$ cat src/hdl/gsls_pkg.sv
// Package for the Gauss-Seidel solver core: widths, defaults and shared types.
// No dependencies.
`default_nettype none
package gsls_pkg;
  localparam int NUM_UNKNOWNS_DEF = 8;
  localparam int FRAC_BITS_DEF    = 16;
  localparam int ROW_W            = 3;
  localparam int COL_W            = 4;
  localparam int DATA_W           = 32;
  localparam int LIMIT_W          = 16;
  localparam int TOL_W            = 31;
  localparam int CFG_IDX_W        = 1;
  localparam int CFG_DATA_W       = 32;
  localparam logic [CFG_IDX_W-1:0] REG_ITER_LIMIT = 1'b0;
  localparam logic [CFG_IDX_W-1:0] REG_TOLERANCE  = 1'b1;
  localparam logic [LIMIT_W-1:0] ITER_LIMIT_RST = 16'd100;
  localparam logic [TOL_W-1:0]   TOLERANCE_RST  = 31'd66;

  // Divider request/response control bundle.
  typedef struct packed {
    logic start;
  } div_ctl_t;
  typedef struct packed {
    logic busy;
    logic done;
  } div_sts_t;
endpackage
`default_nettype wire

$ cat src/hdl/gsls_div.sv
// Restoring divider: signed 64-bit numerator by signed 32-bit divisor,
// quotient truncated toward zero and saturated to 32 bits. Depends on gsls_pkg.
`default_nettype none
module gsls_div import gsls_pkg::*; (
  input  wire logic                     clk,
  input  wire logic                     rst_n,
  input  wire div_ctl_t                 ctl,
  input  wire logic signed [63:0]       num,
  input  wire logic signed [DATA_W-1:0] den,
  output div_sts_t                      sts,
  output logic signed [DATA_W-1:0]      quo
);
  logic [63:0] mn_r, mn_nxt, q_r, q_nxt;
  logic [64:0] rem_r, rem_nxt;
  logic [31:0] md_r;
  logic        neg_r, zero_r, nump_r, busy_r, done_r;
  logic [5:0]  cnt_r;
  logic [64:0] trial;
  logic [63:0] anum;

  assign anum = num[63] ? (64'd0 - num) : num;
  assign trial = {rem_r[63:0], mn_r[63]} - {33'd0, md_r};

  // One quotient bit per cycle.
  always_comb begin
    rem_nxt = {rem_r[63:0], mn_r[63]};
    q_nxt   = {q_r[62:0], 1'b0};
    if (!trial[64]) begin
      rem_nxt = trial;
      q_nxt[0] = 1'b1;
    end
    mn_nxt = {mn_r[62:0], 1'b0};
  end

  always_ff @(posedge clk) begin
    if (!rst_n) begin
      busy_r <= 1'b0;
      done_r <= 1'b0;
    end else begin
      done_r <= 1'b0;
      if (ctl.start) begin
        busy_r <= 1'b1;
        cnt_r  <= 6'd63;
        mn_r   <= anum;
        md_r   <= den[31] ? (32'd0 - den) : den;
        rem_r  <= '0;
        q_r    <= '0;
        neg_r  <= num[63] ^ den[31];
        zero_r <= (den == '0);
        nump_r <= !num[63] && (num != '0);
      end else if (busy_r) begin
        rem_r <= rem_nxt;
        q_r   <= q_nxt;
        mn_r  <= mn_nxt;
        cnt_r <= cnt_r - 6'd1;
        if (cnt_r == '0) begin
          busy_r <= 1'b0;
          done_r <= 1'b1;
        end
      end
    end
  end

  // Saturate the magnitude and apply the sign.
  always_comb begin
    if (zero_r) begin
      quo = nump_r ? 32'sh7fffffff : (neg_r ? 32'sh80000000 : '0);
    end else if (neg_r) begin
      quo = (q_r >= 64'h80000000) ? 32'sh80000000 : (32'sd0 - q_r[31:0]);
    end else begin
      quo = (q_r > 64'h7fffffff) ? 32'sh7fffffff : q_r[31:0];
    end
  end

  assign sts.busy = busy_r;
  assign sts.done = done_r;
endmodule
`default_nettype wire

$ cat config.mk
export PLATFORM = sky130hd
export DESIGN_NAME = gsls_div
export DESIGN_NICKNAME = d
export VERILOG_FILES = /design/src/hdl/gsls_pkg.sv /design/src/hdl/gsls_div.sv
export SDC_FILE = /design/constraint.sdc
export NUM_CORES = 1
export LEC_CHECK = 0
export BUFFER_PORTS_ARGS = -buffer_cell sky130_fd_sc_hd__buf_2
export CORE_UTILIZATION = 23
export DETAILED_ROUTE_END_ITERATION = 12
export PLACE_DENSITY = 0.35
export SYNTH_ARGS = -nofsm -noshare
export SYNTH_HDL_FRONTEND = slang
export SYNTH_SLANG_ARGS = --single-unit
export TNS_END_PERCENT = 100
$ cat constraint.sdc
create_clock -name clk -period 8.46 [get_ports clk]
set_input_delay 1.269 -clock clk [delete_from_list [all_inputs] [get_ports clk]]
set_output_delay 1.269 -clock clk [all_outputs]
set_load 0.03 [all_outputs]
== Word level (Yosys, flattened, before mapping) ==
Cells that the tools add are included.
Operators by class
  add/sub/neg operators: 5
  mux-type cells: 19
  bitwise logic cells: 3
  reduce and logical (&&, ||, !) cells: 9
  magnitude comparators: 2
Operators by type and width (number)
  64-bit 2-to-1 mux: 6
  32-bit 2-to-1 mux: 6
  65-bit by 32-bit subtractor with 65-bit output: 1
  64-bit by 32-bit >= comparator with 1-bit output, second input constant: 1
  64-bit by 31-bit > comparator with 1-bit output, second input constant: 1
  64-bit nonzero test: 1
  1-bit by 32-bit subtractor with 32-bit output, first input constant: 2
  1-bit by 64-bit subtractor with 64-bit output, first input constant: 1
  32-bit logical NOT: 1
  31-bit 2-to-1 mux: 1
  6-bit logical NOT: 1
  6-bit 2-to-1 mux: 1
  6-bit by 1-bit subtractor with 6-bit output, second input constant: 1
  1-bit 2-to-1 mux: 5
  2-bit AND reduction: 2
  3-bit OR reduction: 1
  1-bit inverter: 2
  2-bit nonzero test: 1
  1-bit logical AND: 1
  1-bit logical NOT: 1
  1-bit XOR: 1
Word-level totals
  output and inout bits: 34
  register bits: 235
  bits of input ports: 99
  logic and storage cells: 49

== Logic depth before layout (Yosys ltp) ==
Gate-level depths: netlist of the first run.
  depth in word-level cells: 4
  depth in mapped cells: 14
  mapped depth without buffers: 12

== Worst setup path after synthesis of the first run ==
Ideal clock, no wire load.
  path kind: input to register
  from: input port ctl
  to: register cnt_r[0], enable pin
  stages: 3
  path buffers: 2
  setup time: 0.577 ns
  setup slack: 1.590 ns
  arrival time: 6.293 ns
  path through: clkbuf_1 clkbuf_1 o21a_1
Between the ends
  cells in the longest elaborated chain, start to end: 2
RTL lines
  start: declaration: line gsls_div.sv:7  | input wire div_ctl_t ctl,
  2-bit nonzero test (no line)
  2-bit AND reduction (no line)
  end signal: assignment: line gsls_div.sv:55  | cnt_r <= cnt_r - 6'd1;
  end: declaration: line gsls_div.sv:17  | logic [5:0] cnt_r;
Every way passes these cells.
A chain may end at the register's enable or synchronous reset.

== Worst setup path in the final report of the first run ==
  from: register q_r[61]
  to: output port quo[10]
Between the ends
  cells in the longest elaborated chain, start to end: 4
  elaborated cells on any way between the ends: 6
  classes of those cells: order compare: 2; mux: 4
RTL lines
  start: declaration: line gsls_div.sv:13  | logic [63:0] mn_r, mn_nxt, q_r, q_nxt;
  start signal: assignment: line gsls_div.sv:53  | q_r <= q_nxt;
  64-bit by 31-bit > comparator with 1-bit output or 64-bit by 32-bit >= comparator with 1-bit output (tied branches): line gsls_div.sv:71, gsls_div.sv:69
  32-bit 2-to-1 mux (on tied branches): line gsls_div.sv:71, gsls_div.sv:69
  32-bit 2-to-1 mux (*): line gsls_div.sv:68  | end else if (neg_r) begin
  32-bit 2-to-1 mux (*): line gsls_div.sv:66  | if (zero_r) begin
  end: declaration: line gsls_div.sv:11  | output logic signed [DATA_W-1:0] quo
Mark *: on every way between the ends. The rest lies on a longest branch, timed or not.

==> results of run 1 <==
[routing by layer]
metal,wire [um],global-route usage (%),share of wire [%],up-vias
met3,1590,2.47,3.6,67
li1,-,-,-,5999
met2,20400,21.4,46,167
met5,42,0,0.095,-
met1,21000,17.4,48,5876
met4,1100,4.09,2.5,6
[power by group through the flow]
stage,registers (mW),clock network (mW),logic (mW)
detailed placement,1.46,0,0.612
global placement,1.46,0,0.615
global route,1.45,1.55,0.682
floorplan,1.45,0,0.435
finish,1.44,1.45,0.607
CTS,1.44,1.51,0.616
[cell families (layout without fill, tap and decap cells)]
logic type / count (synthesis) / after routing
simple gates: 652 / 652
compound gates: 363 / 363
flops: 235 / 235
buf+inv: 132 / 257
xor+xnor: 125 / 125
fa+ha+maj: 38 / 38
mux: 38 / 38
[sequential cells by signal, indices dropped and copies added, names as in the netlist]
register	cells
busy_r	1
cnt_r	6
done_r	1
md_r	32
mn_r	64
neg_r	1
nump_r	1
q_r	64
rem_r	64
zero_r	1
[area by class of cell]
cell class	count	area share, %
tap	855	6.00
inverter	55	1.16
clock inverter	16	1.10
sequential	235	39.5
clock buffer	43	5.08
multi-input combinational	1216	42.9
timing repair buffer	143	4.29
[worst paths after layout]
path                            slack [ps]     start        end
worst max-delay path                  2960   q_r[61]    quo[10]
worst min-delay path                   450    busy_r     done_r
worst max register to register        3760  mn_r[63]  rem_r[62]
worst min register to register         450    busy_r     done_r
[worst max-delay path, cell delays in order (launching register included)]
cell      delay (ps)
edfxtp_1         390
nor4_1           350
nand4_1          170
or3_1            370
buf_4            220
inv_1            460
nor2_1           130
nor2_1           970
a31oi_1          320
buf_2            290
[metrics by stage]
stage,hold slack [ps],cell area (um^2),setup slack [ps],instances,utilization (%)
2_1_floorplan,428,15200,1590,1583,-
3_3_place_gp,451,16700,3550,2504,25.8
3_5_place_dp,463,16700,3510,2504,25.8
4_1_cts,451,17800,2890,2563,27.5
5_1_grt,486,17800,2600,2563,27.5
6_report,453,17800,2960,2563,27.5
[placed cells by master (no fill, tap or decap), drive strengths merged, types with 55 or more instances in the layout]
cell type	instances
edfxtp	233
nor2	156
nand2	156
a21oi	145
buf	142
nor2b	91
o21ai	75
xnor2	63
xor2	62
inv	55
==> metrics.md, run 1 <==
| Metric | Value |
|---|---|
| WL final | 44.1 mm |
| Largest net degree at the start of global routing | 145 |
| Switching Share | 28.5% |
| Post-CTS Hold Fix Bufs | 0 |
| Post-CTS Setup Bufs | 0 |
| Async SR Flop Fraction | 0% |
| Lkg Pwr | 6.30 nW |
| Clock network power share | 41.4% |
| Final setup violation count | 0 |
| Largest family of logic cells by synthesized area | simple AND/OR/NAND/NOR gates |
| CTS Sinks | 235 |
| Seq/Total Area, Yosys | 46.4% |
| I/O Pins | 133 |
| Data required, critical path | 7190 ps |
| Post-synth top flop | edfxtp_1 |
| CTS HTree Levels | 2 |
| Antenna violations before repair | 3 |
| Most common cell in the synthesized netlist | edfxtp_1 |
| Num CTS Buffers | 34 |
| Pwr dens | 196 mW/mm^2 |
| Post-synth EDFFs | 233 |
| Worst setup EP type | output pin |
| First-pass GRT wire length | 70.0 mm |
| Critical path peak fanout | 21 |
| DP HPWL | 29.9 mm |
| Yosys warns | 0 |
| Std-Cell Rows | 93 |
| Final total negative setup slack | 0 ps |
| Synth Register Bits | 235 |
| Register share of total power | 41.2% |
| Layout fillers | 6911 |
| Final Skew | 25.1 ps |
| Yosys top cell by area | edfxtp_1 |
| Total area of sequential cells | 0.00704 mm^2 |
| Unrepaired setup endpoints after global routing | no |
| Final Power | 3.49 mW |
| Startpoint Class | flip-flop |
| Hold Violations, Final | 0 |
| Core ar. | 0.0648 mm^2 |
| Relative slew slack | 17.1% |
| Simple-gate portion of the synthesized area | 22.2% |
| IO Port Bufs | 132 |
| Clock latency on the worst-skew pair | 560 ps |
| Commonest cells in the netlist | 233 x edfxtp_1, 156 x nand2_1, 156 x nor2_1 |
| Final nets | 1822 |
| Die height | 259 um |
| Top-area cell type share of the netlist area | 46.2% |
| Logic pwr share | 17.4% |
| Multi-input logic area | 0.00764 mm^2 |
| Die width | 259 um |
| Fraction of layout cells with a size suffix above 1 | 15.0% |
| MaxCap Viol Count | 0 |
| Worst reg2reg path depth | 13 |
| CTS tree | done |
| Routed Antenna Nets | 0 |
| P_int | 2.50 mW |
| Synth Instances | 1583 |
| Outcome | finished clean |
| Path type of the worst min-delay path | flip-flop to flip-flop |
| Number of global-route vias before repair | 12300 |
| Routed len/inst | 17.2 um |
| Gr ovfl total | 0 |
| Max IR drop VDD | 0.104 mV |
| Post-synthesis average cell area | 9.58 um^2 |
| Worst hold path cell count | 2 |
| Slew Limit Fails | 0 |
| Die area | 0.0669 mm^2 |
| Multiplexer share of the synthesized area | 2.79% |
| Placer Congestion | 0.767 |
| Top cells by area, synth | edfxtp_1 46%, a21oi_1 4.8%, nand2_1 3.9%, nor2_1 3.9%, nor2b_1 3.8% |
| Worst Max-Slew Pin Slew | 1240 ps |
| Critical path class | flip-flop to output pin |
| Sw power | 994 uW |
| Resize count post-CTS | 0 |
| Synthesized area | 0.0152 mm^2 |
| Max Root-Sink Buffers | 3 |
| Root buf cell | clkbuf_16 |
| FMAX | 182 MHz |
| 1st-pass router iterations | 4 |
| Clock transition at the registers of the reported paths | 60 ps |
| DRC viols | 0 |
| Final min period | 5500 ps |
| Compound-Gate Fraction of Synth Area | 14.8% |
| ANT cells | 0 |
| Starting Density | 23.4% |
| Xor/xnor cell area share of the yosys netlist | 7.22% |
| GRT Overall Usage | 13.1% |
| DR iter-0 viols | 607 |
| P&R area growth vs syn | 17.5% |
| Yosys cell types | 67 |
| Adder-Cell Fraction of Synth Area | 3.19% |
| Drt via density | 4.73 |
| Critical Path AT | 4230 ps |
| Via count | 12100 |
| Post-route clock period utilization | 65.0% |
| Syn nets | 1720 |
Power figures use the tool's default switching activity.
==> inputs of run 2 (changes only) <==
--- a/config.mk
+++ b/config.mk
@@ -5,6 +5,7 @@
 export SDC_FILE = /design/constraint.sdc
 export NUM_CORES = 1
 export LEC_CHECK = 0
+export ABC_AREA = 1
 export BUFFER_PORTS_ARGS = -buffer_cell sky130_fd_sc_hd__buf_2
 export CORE_UTILIZATION = 23
 export DETAILED_ROUTE_END_ITERATION = 12
==> constraint.sdc (replaced) <==
create_clock -name clk -period 5.1 [get_ports clk]
set_input_delay 0.765 -clock clk [delete_from_list [all_inputs] [get_ports clk]]
set_output_delay 0.765 -clock clk [all_outputs]
set_load 0.03 [all_outputs]
==> metrics.md, run 2 <==
| Metric | Value |
|---|---|
| Resize count post-CTS | 0 |
| Final nets | 2990 |
| Post-CTS Hold Fix Bufs | 0 |
| Clock latency on the worst-skew pair | 560 ps |
| I/O Pins | 133 |
| Hold Violations, Final | 0 |
| Unrepaired setup endpoints after global routing | no |
| Worst hold path cell count | 3 |
| Critical path peak fanout | 18 |
| CTS HTree Levels | 2 |
| Cell area after layout | 0.0212 mm^2 |
| CTS Sinks | 235 |
| Relative slew slack | 37.8% |
| Std-Cell Rows | 102 |
| Regs by FF count | mn_r: 64 flops, q_r: 64 flops, rem_r: 64 flops |
| MaxCap Viol Count | 0 |
| Die width | 284 um |
| Yosys warns | 0 |
| Max Root-Sink Buffers | 3 |
| Synth Register Bits | 235 |
| Max IR drop VDD | 0.167 mV |
| Synthesized area | 0.0182 mm^2 |
| Top cells by area, synth | edfxtp_1 38%, nand2_1 19%, nor2_1 10%, inv_1 8.4%, xor2_1 4.7% |
| P&R area growth vs syn | 16.3% |
| Yosys top cell by area | edfxtp_1 |
| Yosys cell types | 47 |
| Slew Limit Fails | 0 |
| WL final | 62.1 mm |
| GRT Overall Usage | 15.5% |
| Post-synthesis average cell area | 6.65 um^2 |
| IO Port Bufs | 132 |
| Routed Antenna Nets | 0 |
| Num CTS Buffers | 35 |
| Path type of the worst min-delay path | primary input to flip-flop |
| 1st-pass router iterations | 6 |
| Final Skew | 22.6 ps |
| Routed len/inst | 15.8 um |
| Async SR Flop Fraction | 0% |
| First-pass GRT wire length | 98.1 mm |
| Worst setup EP type | output pin |
| Startpoint Class | flip-flop |
| Layout fillers | 8739 |
| Post-CTS Setup Bufs | 0 |
| Syn nets | 2876 |
| Starting Density | 23.4% |
| Drt via density | 4.40 |
| Root buf cell | clkbuf_16 |
| Antenna violations before repair | 2 |
| Via count | 17200 |
| Gr ovfl total | 0 |
| FMAX | 257 MHz |
| Number of global-route vias before repair | 17500 |
| Die height | 284 um |
| Commonest cells after routing, fill and taps aside | 918 x nand2_1, 486 x nor2_1, 407 x inv_1, 233 x edfxtp_1, 151 x nand3_1 |
| Lkg Pwr | 9.78 nW |
| Top-area cell type share of the netlist area | 38.4% |
| Clock transition at the registers of the reported paths | 60 ps |
| Critical Path AT | 3130 ps |
| DR iter-0 viols | 980 |
| Final setup violation count | 0 |
| Placer Congestion | 0.905 |
| Critical path class | flip-flop to output pin |
| Seq/Total Area, Yosys | 38.6% |
| Most common cell in the synthesized netlist | nand2_1 |
| Post-route clock period utilization | 76.3% |
| Worst reg2reg path depth | 18 |
| Data required, critical path | 4340 ps |
| Post-synth top flop | edfxtp_1 |
| Worst Max-Slew Pin Slew | 931 ps |
| Outcome | finished clean |
| CTS tree | done |
| DRC viols | 0 |
| Largest net degree at the start of global routing | 79 |
| Non-Filler Instances | 3921 |
| Post-synth EDFFs | 233 |
| Final Power | 6.57 mW |
| Final total negative setup slack | 0 ps |
| DP HPWL | 48.4 mm |
| Synth Instances | 2739 |
| Final WS setup | 1210 ps |
| Commonest cells in the netlist | 919 x nand2_1, 486 x nor2_1, 409 x inv_1 |
| Fraction of layout cells with a size suffix above 1 | 8.44% |
| Post-DP Area | 0.0200 mm^2 |
| DP Cell Count | 3856 |
| Pwr dens | 310 mW/mm^2 |
| Die area | 0.0804 mm^2 |
| Core ar. | 0.0780 mm^2 |
| Commonest non-fill, non-tap cell in the layout | nand2_1 |
| Pre-CTS setup slack | 1620 ps |
| Final min period | 3890 ps |
run 2: final timing paths:
path | startpoint | endpoint | slack (ps)
setup / recovery | q_r[44] | quo[18] | 1210
hold / removal | num[0] | mn_r[0] | 480
setup reg to reg | mn_r[63] | rem_r[35] | 1700
hold reg to reg | mn_r[53] | mn_r[54] | 510
run 2: layout make-up:
cell class,count,area [um^2],area share [%]
clock inverter,26,308,1.45
clock buffer,38,887,4.18
timing repair buffer,147,788,3.72
tap,1040,1300,6.14
multi-input combinational,2018,9310,43.9
inverter,416,1560,7.38
antenna,1,2.50,0.0118
sequential,235,7040,33.2
run 2: cell families after synthesis:
group,Yosys count,share of synthesized area (%)
buf+inv,486,10.4
xor+xnor,114,5.48
compound gates,177,5.22
simple gates,1689,37.7
flops,235,38.6
fa+ha+maj,38,2.65
run 2: stage by stage:
| step | hold slack [ps] | utilization [%] |
|---|---|---|
| finish | 476 | 27.2 |
| floorplan | 463 | - |
| global placement | 504 | 25.7 |
| detailed placement | 503 | 25.7 |
| CTS | 429 | 27.2 |
| global route | 476 | 27.2 |
run 2: worst max-delay path, cell delays in order, from the launching register on:
cell and delay [ps]:
edfxtp_1 360, inv_1 90, nand2_1 50, nor3_1 160
nand2_1 90, nor2_1 120, nand3_1 480, nor2_1 320
inv_1 240, o21ai_0 260, nand2_1 90, nand2_1 100
buf_2 220
run 2: power breakdown:
group | internal (mW) | total [mW] | switching (mW)
combinational | 0.457 | 1.54 | 1.09
clock | 1.53 | 2.56 | 1.02
sequential | 2.36 | 2.47 | 0.107
total | 4.35 | 6.57 | 2.22
run 2: metal layers:
metal / up-vias / GRT usage, % / wire, um
met5: - / 0 / 8
met4: 2 / 4.69 / 1660
met3: 90 / 2.18 / 2410
met2: 316 / 25.8 / 28400
met1: 7992 / 20.7 / 29600
li1: 8833 / - / -
